**src/sv/kcl_pkg.sv**
```systemverilog
// Shared types and codes for the keypad code lock controller.
package kcl_pkg;

  // Opcodes of an input beat
  localparam logic [2:0] OP_KEY   = 3'd0;
  localparam logic [2:0] OP_CARD  = 3'd1;
  localparam logic [2:0] OP_ECHO  = 3'd2;
  localparam logic [2:0] OP_TICK  = 3'd3;
  localparam logic [2:0] OP_MENU  = 3'd4;

  // Menu choices carried in key_digit
  localparam logic [3:0] MENU_CHANGE   = 4'd1;
  localparam logic [3:0] MENU_RESET    = 4'd2;
  localparam logic [3:0] MENU_ONE_TIME = 4'd3;

  // Lock modes
  localparam logic [2:0] MODE_NORMAL     = 3'd0;
  localparam logic [2:0] MODE_LOCKOUT    = 3'd1;
  localparam logic [2:0] MODE_CHG_CUR    = 3'd2;
  localparam logic [2:0] MODE_CHG_NEW    = 3'd3;
  localparam logic [2:0] MODE_RST_VERIFY = 3'd4;
  localparam logic [2:0] MODE_RST_NEW    = 3'd5;

  // Events
  localparam logic [3:0] EV_NONE        = 4'd0;
  localparam logic [3:0] EV_OPENED      = 4'd1;
  localparam logic [3:0] EV_CLOSED      = 4'd2;
  localparam logic [3:0] EV_DENIED      = 4'd3;
  localparam logic [3:0] EV_LOCKOUT     = 4'd4;
  localparam logic [3:0] EV_VERIFY_BAD  = 4'd5;
  localparam logic [3:0] EV_VERIFY_OK   = 4'd6;
  localparam logic [3:0] EV_AUTO_CLOSE  = 4'd7;
  localparam logic [3:0] EV_CODE_CHG    = 4'd8;
  localparam logic [3:0] EV_CUR_WRONG   = 4'd9;
  localparam logic [3:0] EV_OT_ARMED    = 4'd10;
  localparam logic [3:0] EV_RST_STARTED = 4'd11;

  // Codes sent to the terminal
  localparam logic [1:0] SEND_NONE    = 2'd0;
  localparam logic [1:0] SEND_LOCKOUT = 2'd1;
  localparam logic [1:0] SEND_RESET   = 2'd2;
  localparam logic [1:0] SEND_ONE_TME = 2'd3;

  // Configuration register indexes
  localparam logic [2:0] REG_ONE_TIME   = 3'd0;
  localparam logic [2:0] REG_LOCK_VER   = 3'd1;
  localparam logic [2:0] REG_RST_VER    = 3'd2;
  localparam logic [2:0] REG_CARD_ID    = 3'd3;
  localparam logic [2:0] REG_AWAY_MM    = 3'd4;
  localparam logic [2:0] REG_AWAY_SEC   = 3'd5;
  localparam logic [2:0] REG_MAX_TRIES  = 3'd6;

  localparam int unsigned CFG_IDX_W  = 3;
  localparam int unsigned CFG_DATA_W = 32;

  // Configuration reset values
  localparam logic [15:0] RST_ONE_TIME  = 16'h1313;
  localparam logic [15:0] RST_LOCK_VER  = 16'h3667;
  localparam logic [15:0] RST_RST_VER   = 16'h5656;
  localparam logic [31:0] RST_CARD_ID   = 32'hA7C3_6E4D;
  localparam logic [15:0] RST_AWAY_MM   = 16'd500;
  localparam logic [5:0]  RST_AWAY_SEC  = 6'd15;
  localparam logic [2:0]  RST_MAX_TRIES = 3'd3;

  // Default passcode, digit nibbles
  localparam logic [15:0] RST_PASSCODE = 16'h1234;

  // Echo width to mm: mm = width * ECHO_MUL / ECHO_DIV
  localparam logic [31:0] ECHO_MUL = 32'd170;
  localparam logic [31:0] ECHO_DIV = 32'd1000;
  localparam logic [5:0]  SEC_WRAP = 6'd59;

  localparam int unsigned IN_DATA_W  = 64;
  localparam int unsigned OUT_DATA_W = 16;

  typedef struct packed {
    logic [2:0]  opcode;
    logic [3:0]  key_digit;
    logic [31:0] card_uid;
    logic [23:0] echo_width_us;
  } item_t;

  typedef struct packed {
    logic        valid;
    item_t       item;
  } in_beat_t;

  typedef struct packed {
    logic [2:0] fail_count;
    logic [1:0] digits_entered;
    logic [2:0] lock_mode;
    logic       door_open;
    logic [1:0] send_code;
    logic [3:0] event_res;
  } res_t;

  typedef struct packed {
    logic [15:0] one_time_code;
    logic [15:0] lockout_verify_code;
    logic [15:0] reset_verify_code;
    logic [31:0] card_id;
    logic [15:0] away_distance_mm;
    logic [5:0]  away_seconds;
    logic [2:0]  max_tries;
  } cfg_t;

endpackage

```
**src/sv/keypad_code_lock_controller.sv**
```systemverilog
// Keypad code lock controller: takes one beat per cycle while the output is
// not stalled. Each input beat is held in an input register, then the lock
// state (passcode, entries, mode, door, tries, away timer) is updated by
// combinational logic and the result is written to an output register, so
// one beat per cycle is sustained while the output drains. The combinational
// state update sets that rate. The output register frees as soon as its beat is taken,
// and a stalled output holds the input side after one more beat is buffered.
// Configuration writes take effect at once and belong only to idle periods.
// Codes are CODE_DIGITS digit nibbles; registers supply the low 16 bits.
module keypad_code_lock_controller #(
  parameter int unsigned CODE_DIGITS = 4
) (
  input  logic                               clk_i,
  input  logic                               rst_ni,
  input  logic                               s_axis_tvalid,
  output logic                               s_axis_tready,
  // key_digit[3:0], card_uid[35:4], echo_width_us[59:36], zeros above
  input  logic [kcl_pkg::IN_DATA_W-1:0]      s_axis_tdata,
  // opcode[2:0]
  input  logic [2:0]                         s_axis_tuser,
  output logic                               m_axis_tvalid,
  input  logic                               m_axis_tready,
  // event_res[3:0], send_code[5:4], door_open[6], lock_mode[9:7],
  // digits_entered[11:10], fail_count[14:12], zero[15]
  output logic [kcl_pkg::OUT_DATA_W-1:0]     m_axis_tdata,
  input  logic                               cfg_we_i,
  input  logic [kcl_pkg::CFG_IDX_W-1:0]      cfg_idx_i,
  input  logic [kcl_pkg::CFG_DATA_W-1:0]     cfg_data_i
);
  import kcl_pkg::*;

  item_t    in_item;
  in_beat_t beat;
  res_t     res, res_q;
  cfg_t     cfg_q;
  logic     fire;
  logic     out_valid_q;

  assign in_item.opcode        = s_axis_tuser;
  assign in_item.key_digit     = s_axis_tdata[3:0];
  assign in_item.card_uid      = s_axis_tdata[35:4];
  assign in_item.echo_width_us = s_axis_tdata[59:36];

  // Advance the held beat when the output register is free or draining
  assign fire = beat.valid && (!out_valid_q || m_axis_tready);

  kcl_in_stage u_in_stage (
    .clk_i   (clk_i),
    .rst_ni  (rst_ni),
    .valid_i (s_axis_tvalid),
    .ready_o (s_axis_tready),
    .item_i  (in_item),
    .take_i  (fire),
    .beat_o  (beat)
  );

  kcl_core #(
    .CODE_DIGITS (CODE_DIGITS)
  ) u_core (
    .clk_i  (clk_i),
    .rst_ni (rst_ni),
    .cfg_i  (cfg_q),
    .item_i (beat.item),
    .fire_i (fire),
    .res_o  (res)
  );

  always_ff @(posedge clk_i or negedge rst_ni) begin
    if (!rst_ni) begin
      cfg_q.one_time_code       <= RST_ONE_TIME;
      cfg_q.lockout_verify_code <= RST_LOCK_VER;
      cfg_q.reset_verify_code   <= RST_RST_VER;
      cfg_q.card_id             <= RST_CARD_ID;
      cfg_q.away_distance_mm    <= RST_AWAY_MM;
      cfg_q.away_seconds        <= RST_AWAY_SEC;
      cfg_q.max_tries           <= RST_MAX_TRIES;
    end else if (cfg_we_i) begin
      unique case (cfg_idx_i)
        REG_ONE_TIME:  cfg_q.one_time_code       <= cfg_data_i[15:0];
        REG_LOCK_VER:  cfg_q.lockout_verify_code <= cfg_data_i[15:0];
        REG_RST_VER:   cfg_q.reset_verify_code   <= cfg_data_i[15:0];
        REG_CARD_ID:   cfg_q.card_id             <= cfg_data_i;
        REG_AWAY_MM:   cfg_q.away_distance_mm    <= cfg_data_i[15:0];
        REG_AWAY_SEC:  cfg_q.away_seconds        <= cfg_data_i[5:0];
        REG_MAX_TRIES: cfg_q.max_tries           <= cfg_data_i[2:0];
        default: ;
      endcase
    end
  end

  always_ff @(posedge clk_i or negedge rst_ni) begin
    if (!rst_ni) begin
      out_valid_q <= 1'b0;
    end else if (fire) begin
      out_valid_q <= 1'b1;
    end else if (m_axis_tready) begin
      out_valid_q <= 1'b0;
    end
  end

  always_ff @(posedge clk_i) begin
    if (fire) begin
      res_q <= res;
    end
  end

  assign m_axis_tvalid = out_valid_q;
  assign m_axis_tdata  = {1'b0, res_q.fail_count, res_q.digits_entered, res_q.lock_mode,
                          res_q.door_open, res_q.send_code, res_q.event_res};

endmodule

```
**src/sv/kcl_in_stage.sv**
```systemverilog
// Input register stage: captures one beat and holds it until the core takes it.
module kcl_in_stage (
  input  logic             clk_i,
  input  logic             rst_ni,
  input  logic             valid_i,
  output logic             ready_o,
  input  kcl_pkg::item_t   item_i,
  input  logic             take_i,
  output kcl_pkg::in_beat_t beat_o
);
  import kcl_pkg::*;

  logic  valid_q;
  item_t item_q;

  // Refill in the same cycle the core drains the held beat
  assign ready_o = !valid_q || take_i;

  always_ff @(posedge clk_i or negedge rst_ni) begin
    if (!rst_ni) begin
      valid_q <= 1'b0;
    end else if (ready_o) begin
      valid_q <= valid_i;
    end
  end

  always_ff @(posedge clk_i) begin
    if (ready_o && valid_i) begin
      item_q <= item_i;
    end
  end

  assign beat_o.valid = valid_q;
  assign beat_o.item  = item_q;

endmodule

```
**src/sv/kcl_core.sv**
```systemverilog
// Lock state and the combinational update for one beat.
module kcl_core #(
  parameter int unsigned CODE_DIGITS = 4
) (
  input  logic          clk_i,
  input  logic          rst_ni,
  input  kcl_pkg::cfg_t cfg_i,
  input  kcl_pkg::item_t item_i,
  input  logic          fire_i,
  output kcl_pkg::res_t res_o
);
  import kcl_pkg::*;

  localparam int unsigned CW    = 4 * CODE_DIGITS;
  localparam int unsigned CNT_W = $clog2(CODE_DIGITS);
  localparam logic [CNT_W-1:0] CNT_LAST = CNT_W'(CODE_DIGITS - 1);

  logic [CW-1:0]    pass_q, pass_d;
  logic [CW-1:0]    n_entry_q, n_entry_d;
  logic [CNT_W-1:0] n_cnt_q, n_cnt_d;
  logic [CW-1:0]    m_entry_q, m_entry_d;
  logic [CNT_W-1:0] m_cnt_q, m_cnt_d;
  logic [2:0]       mode_q, mode_d;
  logic             door_q, door_d;
  logic [2:0]       tries_q, tries_d;
  logic             ot_armed_q, ot_armed_d;
  logic [31:0]      card_q, card_d;
  logic             away_q, away_d;
  logic [5:0]       sec_q, sec_d;

  logic [CW-1:0] n_shift, m_shift;
  logic          key_ok;
  logic [2:0]    mode;
  logic [31:0]   echo_prod;
  logic [31:0]   near_lim, far_lim;
  logic          is_near, is_far;
  logic [3:0]    ev;
  logic [1:0]    send;

  assign n_shift = {n_entry_q[CW-5:0], item_i.key_digit};
  assign m_shift = {m_entry_q[CW-5:0], item_i.key_digit};
  assign key_ok  = (item_i.key_digit >= 4'd1) && (item_i.key_digit <= 4'd9);
  assign mode    = (mode_q > MODE_RST_NEW) ? MODE_NORMAL : mode_q;

  // Compare in the scaled domain: floor(w*170/1000) < A  <=>  w*170 < A*1000
  assign echo_prod = 32'(item_i.echo_width_us) * ECHO_MUL;
  assign near_lim  = 32'(cfg_i.away_distance_mm) * ECHO_DIV;
  assign far_lim   = (32'(cfg_i.away_distance_mm) + 32'd1) * ECHO_DIV;
  assign is_near   = echo_prod < near_lim;
  assign is_far    = echo_prod >= far_lim;

  always_comb begin
    logic [5:0] sec_run;
    logic [2:0] tries_inc;
    logic       grant;
    pass_d     = pass_q;
    n_entry_d  = n_entry_q;
    n_cnt_d    = n_cnt_q;
    m_entry_d  = m_entry_q;
    m_cnt_d    = m_cnt_q;
    mode_d     = mode;
    door_d     = door_q;
    tries_d    = tries_q;
    ot_armed_d = ot_armed_q;
    card_d     = card_q;
    away_d     = away_q;
    sec_d      = sec_q;
    ev         = EV_NONE;
    send       = SEND_NONE;
    sec_run    = away_q ? sec_q : 6'd0;
    tries_inc  = tries_q + 3'd1;
    grant      = (n_shift == pass_q)
              || (ot_armed_q && (n_shift == CW'(cfg_i.one_time_code)))
              || (card_q == cfg_i.card_id);

    priority if (item_i.opcode == OP_KEY && key_ok) begin
      if (mode == MODE_NORMAL) begin
        if (n_cnt_q == CNT_LAST) begin
          n_cnt_d   = '0;
          n_entry_d = '0;
          if (grant) begin
            ot_armed_d = 1'b0;
            tries_d    = '0;
            door_d     = !door_q;
            ev         = door_q ? EV_CLOSED : EV_OPENED;
          end else if (tries_inc >= cfg_i.max_tries) begin
            ev        = EV_LOCKOUT;
            send      = SEND_LOCKOUT;
            tries_d   = '0;
            mode_d    = MODE_LOCKOUT;
            m_entry_d = '0;
            m_cnt_d   = '0;
          end else begin
            ev      = EV_DENIED;
            tries_d = tries_inc;
          end
        end else begin
          n_cnt_d   = n_cnt_q + CNT_W'(1);
          n_entry_d = n_shift;
        end
      end else if (m_cnt_q == CNT_LAST) begin
        m_cnt_d   = '0;
        m_entry_d = '0;
        unique case (mode)
          MODE_LOCKOUT: begin
            if (m_shift == CW'(cfg_i.lockout_verify_code)) begin
              ev     = EV_VERIFY_OK;
              mode_d = MODE_NORMAL;
            end else begin
              ev = EV_VERIFY_BAD;
            end
          end
          MODE_CHG_CUR: begin
            if (m_shift == pass_q) mode_d = MODE_CHG_NEW;
            else ev = EV_CUR_WRONG;
          end
          MODE_RST_VERIFY: begin
            if (m_shift == CW'(cfg_i.reset_verify_code)) begin
              ev     = EV_VERIFY_OK;
              mode_d = MODE_RST_NEW;
            end else begin
              ev = EV_VERIFY_BAD;
            end
          end
          default: begin
            pass_d = m_shift;
            ev     = EV_CODE_CHG;
            mode_d = MODE_NORMAL;
          end
        endcase
      end else begin
        m_cnt_d   = m_cnt_q + CNT_W'(1);
        m_entry_d = m_shift;
      end
    end else if (item_i.opcode == OP_CARD && mode == MODE_NORMAL) begin
      card_d = item_i.card_uid;
    end else if (item_i.opcode == OP_ECHO && mode == MODE_NORMAL && door_q) begin
      if (is_near) begin
        sec_d  = '0;
        away_d = 1'b0;
      end
      if (is_far) begin
        sec_d  = sec_run;
        away_d = 1'b1;
        if (sec_run >= cfg_i.away_seconds) begin
          ev     = EV_AUTO_CLOSE;
          door_d = 1'b0;
          away_d = 1'b0;
        end
      end
    end else if (item_i.opcode == OP_TICK) begin
      sec_d = (sec_q >= SEC_WRAP) ? 6'd0 : sec_q + 6'd1;
    end else if (item_i.opcode == OP_MENU && mode == MODE_NORMAL) begin
      if (item_i.key_digit == MENU_CHANGE) begin
        mode_d    = MODE_CHG_CUR;
        m_entry_d = '0;
        m_cnt_d   = '0;
      end else if (item_i.key_digit == MENU_RESET) begin
        mode_d    = MODE_RST_VERIFY;
        m_entry_d = '0;
        m_cnt_d   = '0;
        ev        = EV_RST_STARTED;
        send      = SEND_RESET;
      end else if (item_i.key_digit == MENU_ONE_TIME) begin
        ot_armed_d = 1'b1;
        ev         = EV_OT_ARMED;
        send       = SEND_ONE_TME;
      end
    end else begin
      ev = EV_NONE;
    end
  end

  always_ff @(posedge clk_i or negedge rst_ni) begin
    if (!rst_ni) begin
      pass_q     <= CW'(RST_PASSCODE);
      n_entry_q  <= '0;
      n_cnt_q    <= '0;
      m_entry_q  <= '0;
      m_cnt_q    <= '0;
      mode_q     <= MODE_NORMAL;
      door_q     <= 1'b0;
      tries_q    <= '0;
      ot_armed_q <= 1'b0;
      card_q     <= '0;
      away_q     <= 1'b0;
      sec_q      <= '0;
    end else if (fire_i) begin
      pass_q     <= pass_d;
      n_entry_q  <= n_entry_d;
      n_cnt_q    <= n_cnt_d;
      m_entry_q  <= m_entry_d;
      m_cnt_q    <= m_cnt_d;
      mode_q     <= mode_d;
      door_q     <= door_d;
      tries_q    <= tries_d;
      ot_armed_q <= ot_armed_d;
      card_q     <= card_d;
      away_q     <= away_d;
      sec_q      <= sec_d;
    end
  end

  assign res_o.event_res      = ev;
  assign res_o.send_code      = send;
  assign res_o.door_open      = door_d;
  assign res_o.lock_mode      = mode_d;
  assign res_o.digits_entered = (mode_d == MODE_NORMAL) ? n_cnt_d[1:0] : m_cnt_d[1:0];
  assign res_o.fail_count     = tries_d;

endmodule
```
**config.mk**
```make
export PLATFORM = sky130hd
export DESIGN_NAME = keypad_code_lock_controller
export DESIGN_NICKNAME = d
export VERILOG_FILES = /design/src/sv/kcl_pkg.sv /design/src/sv/keypad_code_lock_controller.sv /design/src/sv/kcl_in_stage.sv /design/src/sv/kcl_core.sv
export SDC_FILE = /design/constraint.sdc
export NUM_CORES = 1
export LEC_CHECK = 0
export BUFFER_PORTS_ARGS = -buffer_cell sky130_fd_sc_hd__buf_2
export CAP_MARGIN = 10
export CORE_MARGIN = 1
export CORE_UTILIZATION = 35
export DETAILED_ROUTE_END_ITERATION = 6
export GPL_TIMING_DRIVEN = 0
export PLACE_DENSITY = 0.58
export SLEW_MARGIN = 20
export SYNTH_ARGS = -nofsm -noshare
export SYNTH_HDL_FRONTEND = slang
export SYNTH_SLANG_ARGS = --single-unit
```
**constraint.sdc**
```tcl
create_clock -name clk_i -period 22.6 [get_ports clk_i]
set_clock_uncertainty 0.15 [all_clocks]
set_input_delay 1.13 -clock clk_i [delete_from_list [all_inputs] [get_ports clk_i]]
set_output_delay 1.13 -clock clk_i [all_outputs]
set_load 0.03 [all_outputs]
```
Word level (Yosys, flattened, before mapping)
Cells that the tools add are included.

Bits in registers: 276. Latch bits: 0. Bits in writable memories: 0. Bits in read-only memories: 0. Output and inout port bits: 18. Memories: 0.

Add/subtract/negate cells: 5. $mul: 3. Div/mod/pow operators: 0. Order comparisons: 8. Equal/unequal tests: 36. Shift-type cells: 0. Mux-type cells: 113. Bitwise logic cells: 4. Reduce and logical (&&, ||, !) cells: 41.

Operators with widths (count): 12-bit two-way mux (13); 16-bit equality test (5); 3-bit two-way mux (23); 2-bit two-way mux (30); 4-bit two-way mux (14); 6-bit two-way mux (6); 32-bit equality test (1); 32-bit >= comparator (1); 32-bit by 26-bit < comparator with 1-bit output (1); 32-bit by 7-bit multiplier with 29-bit output, second input constant (1); 24-bit by 7-bit multiplier with 31-bit output, second input constant (1); 1-bit two-way mux (25); 16-bit by 7-bit multiplier with 23-bit output, second input constant (1); 16-bit by 1-bit adder with 17-bit output, second input constant (1); 3-bit by 2-bit equality test with 1-bit output, second input constant (5); 3-bit equality test, second input constant (5); 5-bit AND reduction (3); 2-bit AND reduction (7); 3-bit zero test (4); 2-bit by 1-bit inequality test with 1-bit output, second input constant (6); 4-bit case mux with 3 select lines (1); 11-bit AND reduction (1); 2-bit nonzero test (5); 3-bit by 1-bit equality test with 1-bit output, second input constant (3); 24 further kinds (47).

Logic depth before layout (Yosys ltp)
Depth after elaboration: 11. Gate-level depth with buffers: 30. Mapped depth without buffers: 30.

Hierarchy
From an unflattened synthesis, not the netlist that was laid out.

Cell total of the unflattened synthesis: 2038. Area, all modules: 22196.3 sq um.

Modules (own cells, without submodules): kcl_core (times used 1, cells an instance 1721, area each 15675.0 sq um, seq. area each 2283.4 sq um); keypad_code_lock_controller (times used 1, cells an instance 249, area each 4568.1 sq um, seq. area each 3169.3 sq um); kcl_in_stage (times used 1, cells an instance 68, area each 1953.1 sq um, seq. area each 1916.8 sq um).

Least setup slack after synthesis
Ideal clock, no wire load.

Path type: reg-to-reg. From: register cfg_q[11] (netlist bit). To: register u_core.sec_q[3]. Setup time: 153 ps. Arrival time: 6943 ps. Path slack: 15354 ps. Stages on the path, launching flop included: 29. Buffers on the path: 0. Cells stage by stage: dfstp_2 > ha_1 > and3_1 > xnor2_1 > clkinv_1 > xnor2_1 > xnor2_1 > fa_1 > fa_1 > fa_1 > inv_1 > ha_1 > a21o_1 > a21oi_1 > a2bb2oi_1 > o311ai_0 > a31o_2 > o41ai_1 > o21bai_1 > a21oi_1 > xor2_1 > ha_1 > a21oi_1 > o21ai_0 > a21oi_1 > o31a_1 > nand4_2 > mux2i_2 > a41oi_1.

Longest elaborated chain between the ends: 5.

Ends and longest elaborated chain: start, declared (RTL line keypad_code_lock_controller.sv:35) `cfg_t cfg_q;`; 16-bit by 1-bit adder with 17-bit output (RTL line kcl_core.sv:48) `assign far_lim = (32'(cfg_i.away_distance_mm) + 32'd1) * ECHO_DIV;`; 32-bit by 7-bit multiplier with 29-bit output (RTL line kcl_core.sv:48); 32-bit >= comparator (RTL line kcl_core.sv:50) `assign is_far = echo_prod >= far_lim;`; 3-bit by 1-bit inequality test with 1-bit output (no source line) / 6-bit two-way mux (equally long branches); 5-bit AND reduction (no source line) / 6-bit two-way mux (equally long branches); end signal, assigned (RTL line kcl_core.sv:187) `sec_q <= '0;`; end signal, assigned (RTL line kcl_core.sv:200) `sec_q <= sec_d;`; end, declared (RTL line kcl_core.sv:29) `logic [5:0] sec_q, sec_d;`.

Parallel ways exist; a longest one is shown, timed or not. A chain may end at the register's enable or synchronous reset.

Worst setup path after layout
From: register cfg_q[9] (netlist bit). To: register u_core.sec_q[5].

Same word-level chain as after synthesis.

==> qor.yml <==
yosys:
  avgSynthCellArea_um2: 10.6
  ys.flop_type: "dfrtp_1"
  synth-async-reset-ratio_pct: 71.7
  synth_edf_count: 78
  synthesis.nets: 2583
  synth-seq-cells: 276
  syn_area_um2: 22100
  yosysSeqAreaShare_pct: 33.4
  synthCells: 2082
  yosys_warnings: 0
  synth_cell_types: 80
route:
  top_layer: "met5"
  drc: 0
  via_count: 15233
  wl_met2_um: 22700
  wl_um: 49300
  viasPerCell: 4.92
  postRouteAntennaNets: 0
  routedWlPerCell_um: 15.9
  wirelength_met1_um: 23400
  wl_met3_um: 2200
  drtIter0Drc: 702
  drt-pass1-iter-count: 5
worst_setup_path:
  critPathLaunchType: "register"
  path_class: "register to register"
  worstSetupEndpointType: "register"
  worstPathRequired_ns: 22.89
  critical_path_peak_fanout: 9
  cp_data_arrival_time_ns: 9.03
sta:
  max_slew_margin_pct: 32.1
  rsz0062_at_grt: "no"
  hold_viol: 0
  period_minus_slack_ns: 8.74
  slew_viol_final: 0
  finalCritPeriodShare_pct: 38.7
  max_slew.worst_pin.slew_ns: 1.01
  setup_viol: 0
  max_clock_freq_mhz: 114
  final.setup.tns_ns: 0
clock_network:
  clock-sinks: 276
  insertion_delay_ns: 0.60
  cts.clk_slew.worst_paths_ns: 0.06
  tritoncts: "done"
  cts.root.buffer_cell: "clkbuf_16"
  ctsResizeCount: 0
  cts_setup_buffers: 0
  htree_num_levels: 1
  cts_made_buffers: 30
  clock_path_buffers: 3
  holdBufCountCts: 0
floorplan:
  coreArea_um2: 62100
  die_w_um: 253
  ios: 125
  die-area_um2: 64100
  start_util_pct: 35.6
  die_h_um: 253
  num_rows: 91
finish:
  areaGrowthSynthToFinish_pct: 12.7
  nets: 2737
  drive_above_1_share_pct: 18.1
run:
  maxCapViolCount: 0
worst_hold_path:
  hold_class: "primary input to async pin"
global_route:
  antenna_found_initial: 7
  grt_usage_pct: 15.8
  grt_pass1_vias: 15643
  grt_first_pass_wirelength_um: 81200
  gr-total-overflow: 0
  grt_max_degree: 99
placed_design:
  dp_hpwl_um: 39400
  io_buffers: 117
  gp_congestion: 0.856
run_status:
  status: "complete, no violations"
## metal layers
layer	track usage, %	up-vias
met2	25.9	257
met3	2.35	68
met4	3.91	4
met5	0	-
met1	21.8	7550
li1	-	7354
## worst max-delay path, stage by stage (launching register included)
cell and delay [ns]:
dfrtp_1 0.61, ha_1 0.38, nand4_1 0.21, nor2_1 0.37, nand2_1 0.12, xnor2_1 0.80
fa_1 0.55, inv_1 0.08, fa_1 0.41, inv_1 0.08, fa_1 0.44, fa_1 0.47
ha_1 0.25, nor3_1 0.26, o311ai_0 0.29, a31o_2 0.33, o41ai_1 0.47, o21bai_1 0.11
a21oi_1 0.21, xor2_1 0.17, ha_1 0.28, a21oi_1 0.13, o21ai_0 0.09, a21oi_1 0.15
o31a_1 0.16, nand4_2 0.33, mux2i_2 0.47, a41oi_1 0.17
## registers in the layout, summed over array words and instances, names as in the netlist, 6 cells and up
name,flops
cfg_q,105
u_core.n_entry_q,12
u_in_stage.beat_o,63
m_axis_tdata,15
u_core.m_entry_q,12
u_core.pass_q,16
u_core.card_q,32
u_core.sec_q,6
## logic make-up (layout without fill, tap and decap cells)
family                     after synthesis  in the layout  synth area share (%)
DFF                                    276            276                  33.4
AOI/OAI and AO/OA                      273            273                  7.90
and+or+nand+nor                        416            416                  9.41
xor gates and xnor gates               192            192                  7.62
buffers and inverters                  373            551                  6.41
adders and majority gates              394            394                  27.3
other                                    1              2                0.0170
muxes                                  157            157                  7.98
## worst paths after layout
| kind | slack (ns) | cells after the start | to | start |
|---|---|---|---|---|
| min reg2reg | 0.33 | 1 | u_core.card_q[28]$_DFFE_PN0P_ | u_in_stage.beat_o[52]$_DFFE_PP_ |
| min in group clk_i | 0.33 | 1 | u_core.card_q[28]$_DFFE_PN0P_ | u_in_stage.beat_o[52]$_DFFE_PP_ |
| max in group asynchronous | 20.95 | 3 | cfg_q[54]$_DFFE_PN1P_ | rst_ni |
| min | 0.18 | 1 | u_core.sec_q[5]$_DFFE_PN0P_ | rst_ni |
| max | 13.86 | 27 | u_core.sec_q[5]$_DFFE_PN0P_ | cfg_q[9]$_DFFE_PN0P_ |
| max reg2reg | 13.86 | 27 | u_core.sec_q[5]$_DFFE_PN0P_ | cfg_q[9]$_DFFE_PN0P_ |
## Yosys cell counts, drive strengths merged, types with 25 or more instances
cell type / number / area, um2
clkbuf: 36 / 136
fa: 146 / 2920
nand4: 26 / 169
a21oi: 78 / 390
a21o: 30 / 225
inv: 324 / 1220
ha: 248 / 3100
edfxtp: 78 / 2340
xor2: 108 / 946
nor2: 61 / 229
o21ai: 73 / 365
xnor2: 84 / 736
mux2: 150 / 1690
dfrtp: 140 / 3500
nor4: 26 / 169
nand2: 143 / 537
nand3: 33 / 165
dfstp: 58 / 1520
nor3: 25 / 125
## metrics by stage
| step | area, um2 | util [%] | cells | hold slack [ns] | setup WS, ns |
|---|---|---|---|---|---|
| floorplan | 22100 | - | 2082 | 0.304 | 15.35 |
| global placement | 23700 | 38.2 | 3036 | 0.307 | 13.95 |
| detailed placement | 23800 | 38.4 | 3041 | 0.316 | 13.86 |
| CTS | 24900 | 40.1 | 3097 | 0.150 | 13.81 |
| global route | 24900 | 40.1 | 3097 | 0.157 | 13.07 |
| finish | 24900 | 40.1 | 3098 | 0.177 | 13.86 |
## cell type report
type	instances	area (um2)
Fill cell	6050	37200
Multi-Input combinational cell	1433	13300
Sequential cell	276	7370
Inverter	326	1220
Tap cell	837	1050
Clock buffer	46	923
Timing Repair Buffer	122	683
Buffer	47	193
Clock inverter	10	115
Antenna cell	1	2.50
## cell usage in the layout (no fill, tap or decap), drive strengths merged, types with 5 or more instances in the layout
cell,n
a21o,30
clkbuf,82
a21oi,78
a31oi,16
and3,17
nor3,25
nand3b,12
clkinv,9
buf,133
o21ai,73
nor2b,15
nand2b,23
xnor2,84
dfrtp,140
or3,8
o211ai,5
inv,326
nor2,61
nand3,33
mux2i,7
nand4,26
edfxtp,78
and2,10
mux2,150
nand4b,5
fa,146
nor4,26
ha,248
a211oi,5
dfstp,58
o21bai,6
nand2,143
xor2,108
Power is left out: the tool's default activity adds up to more than one toggle a clock period on the data nets, which glitch-free logic cannot reach.
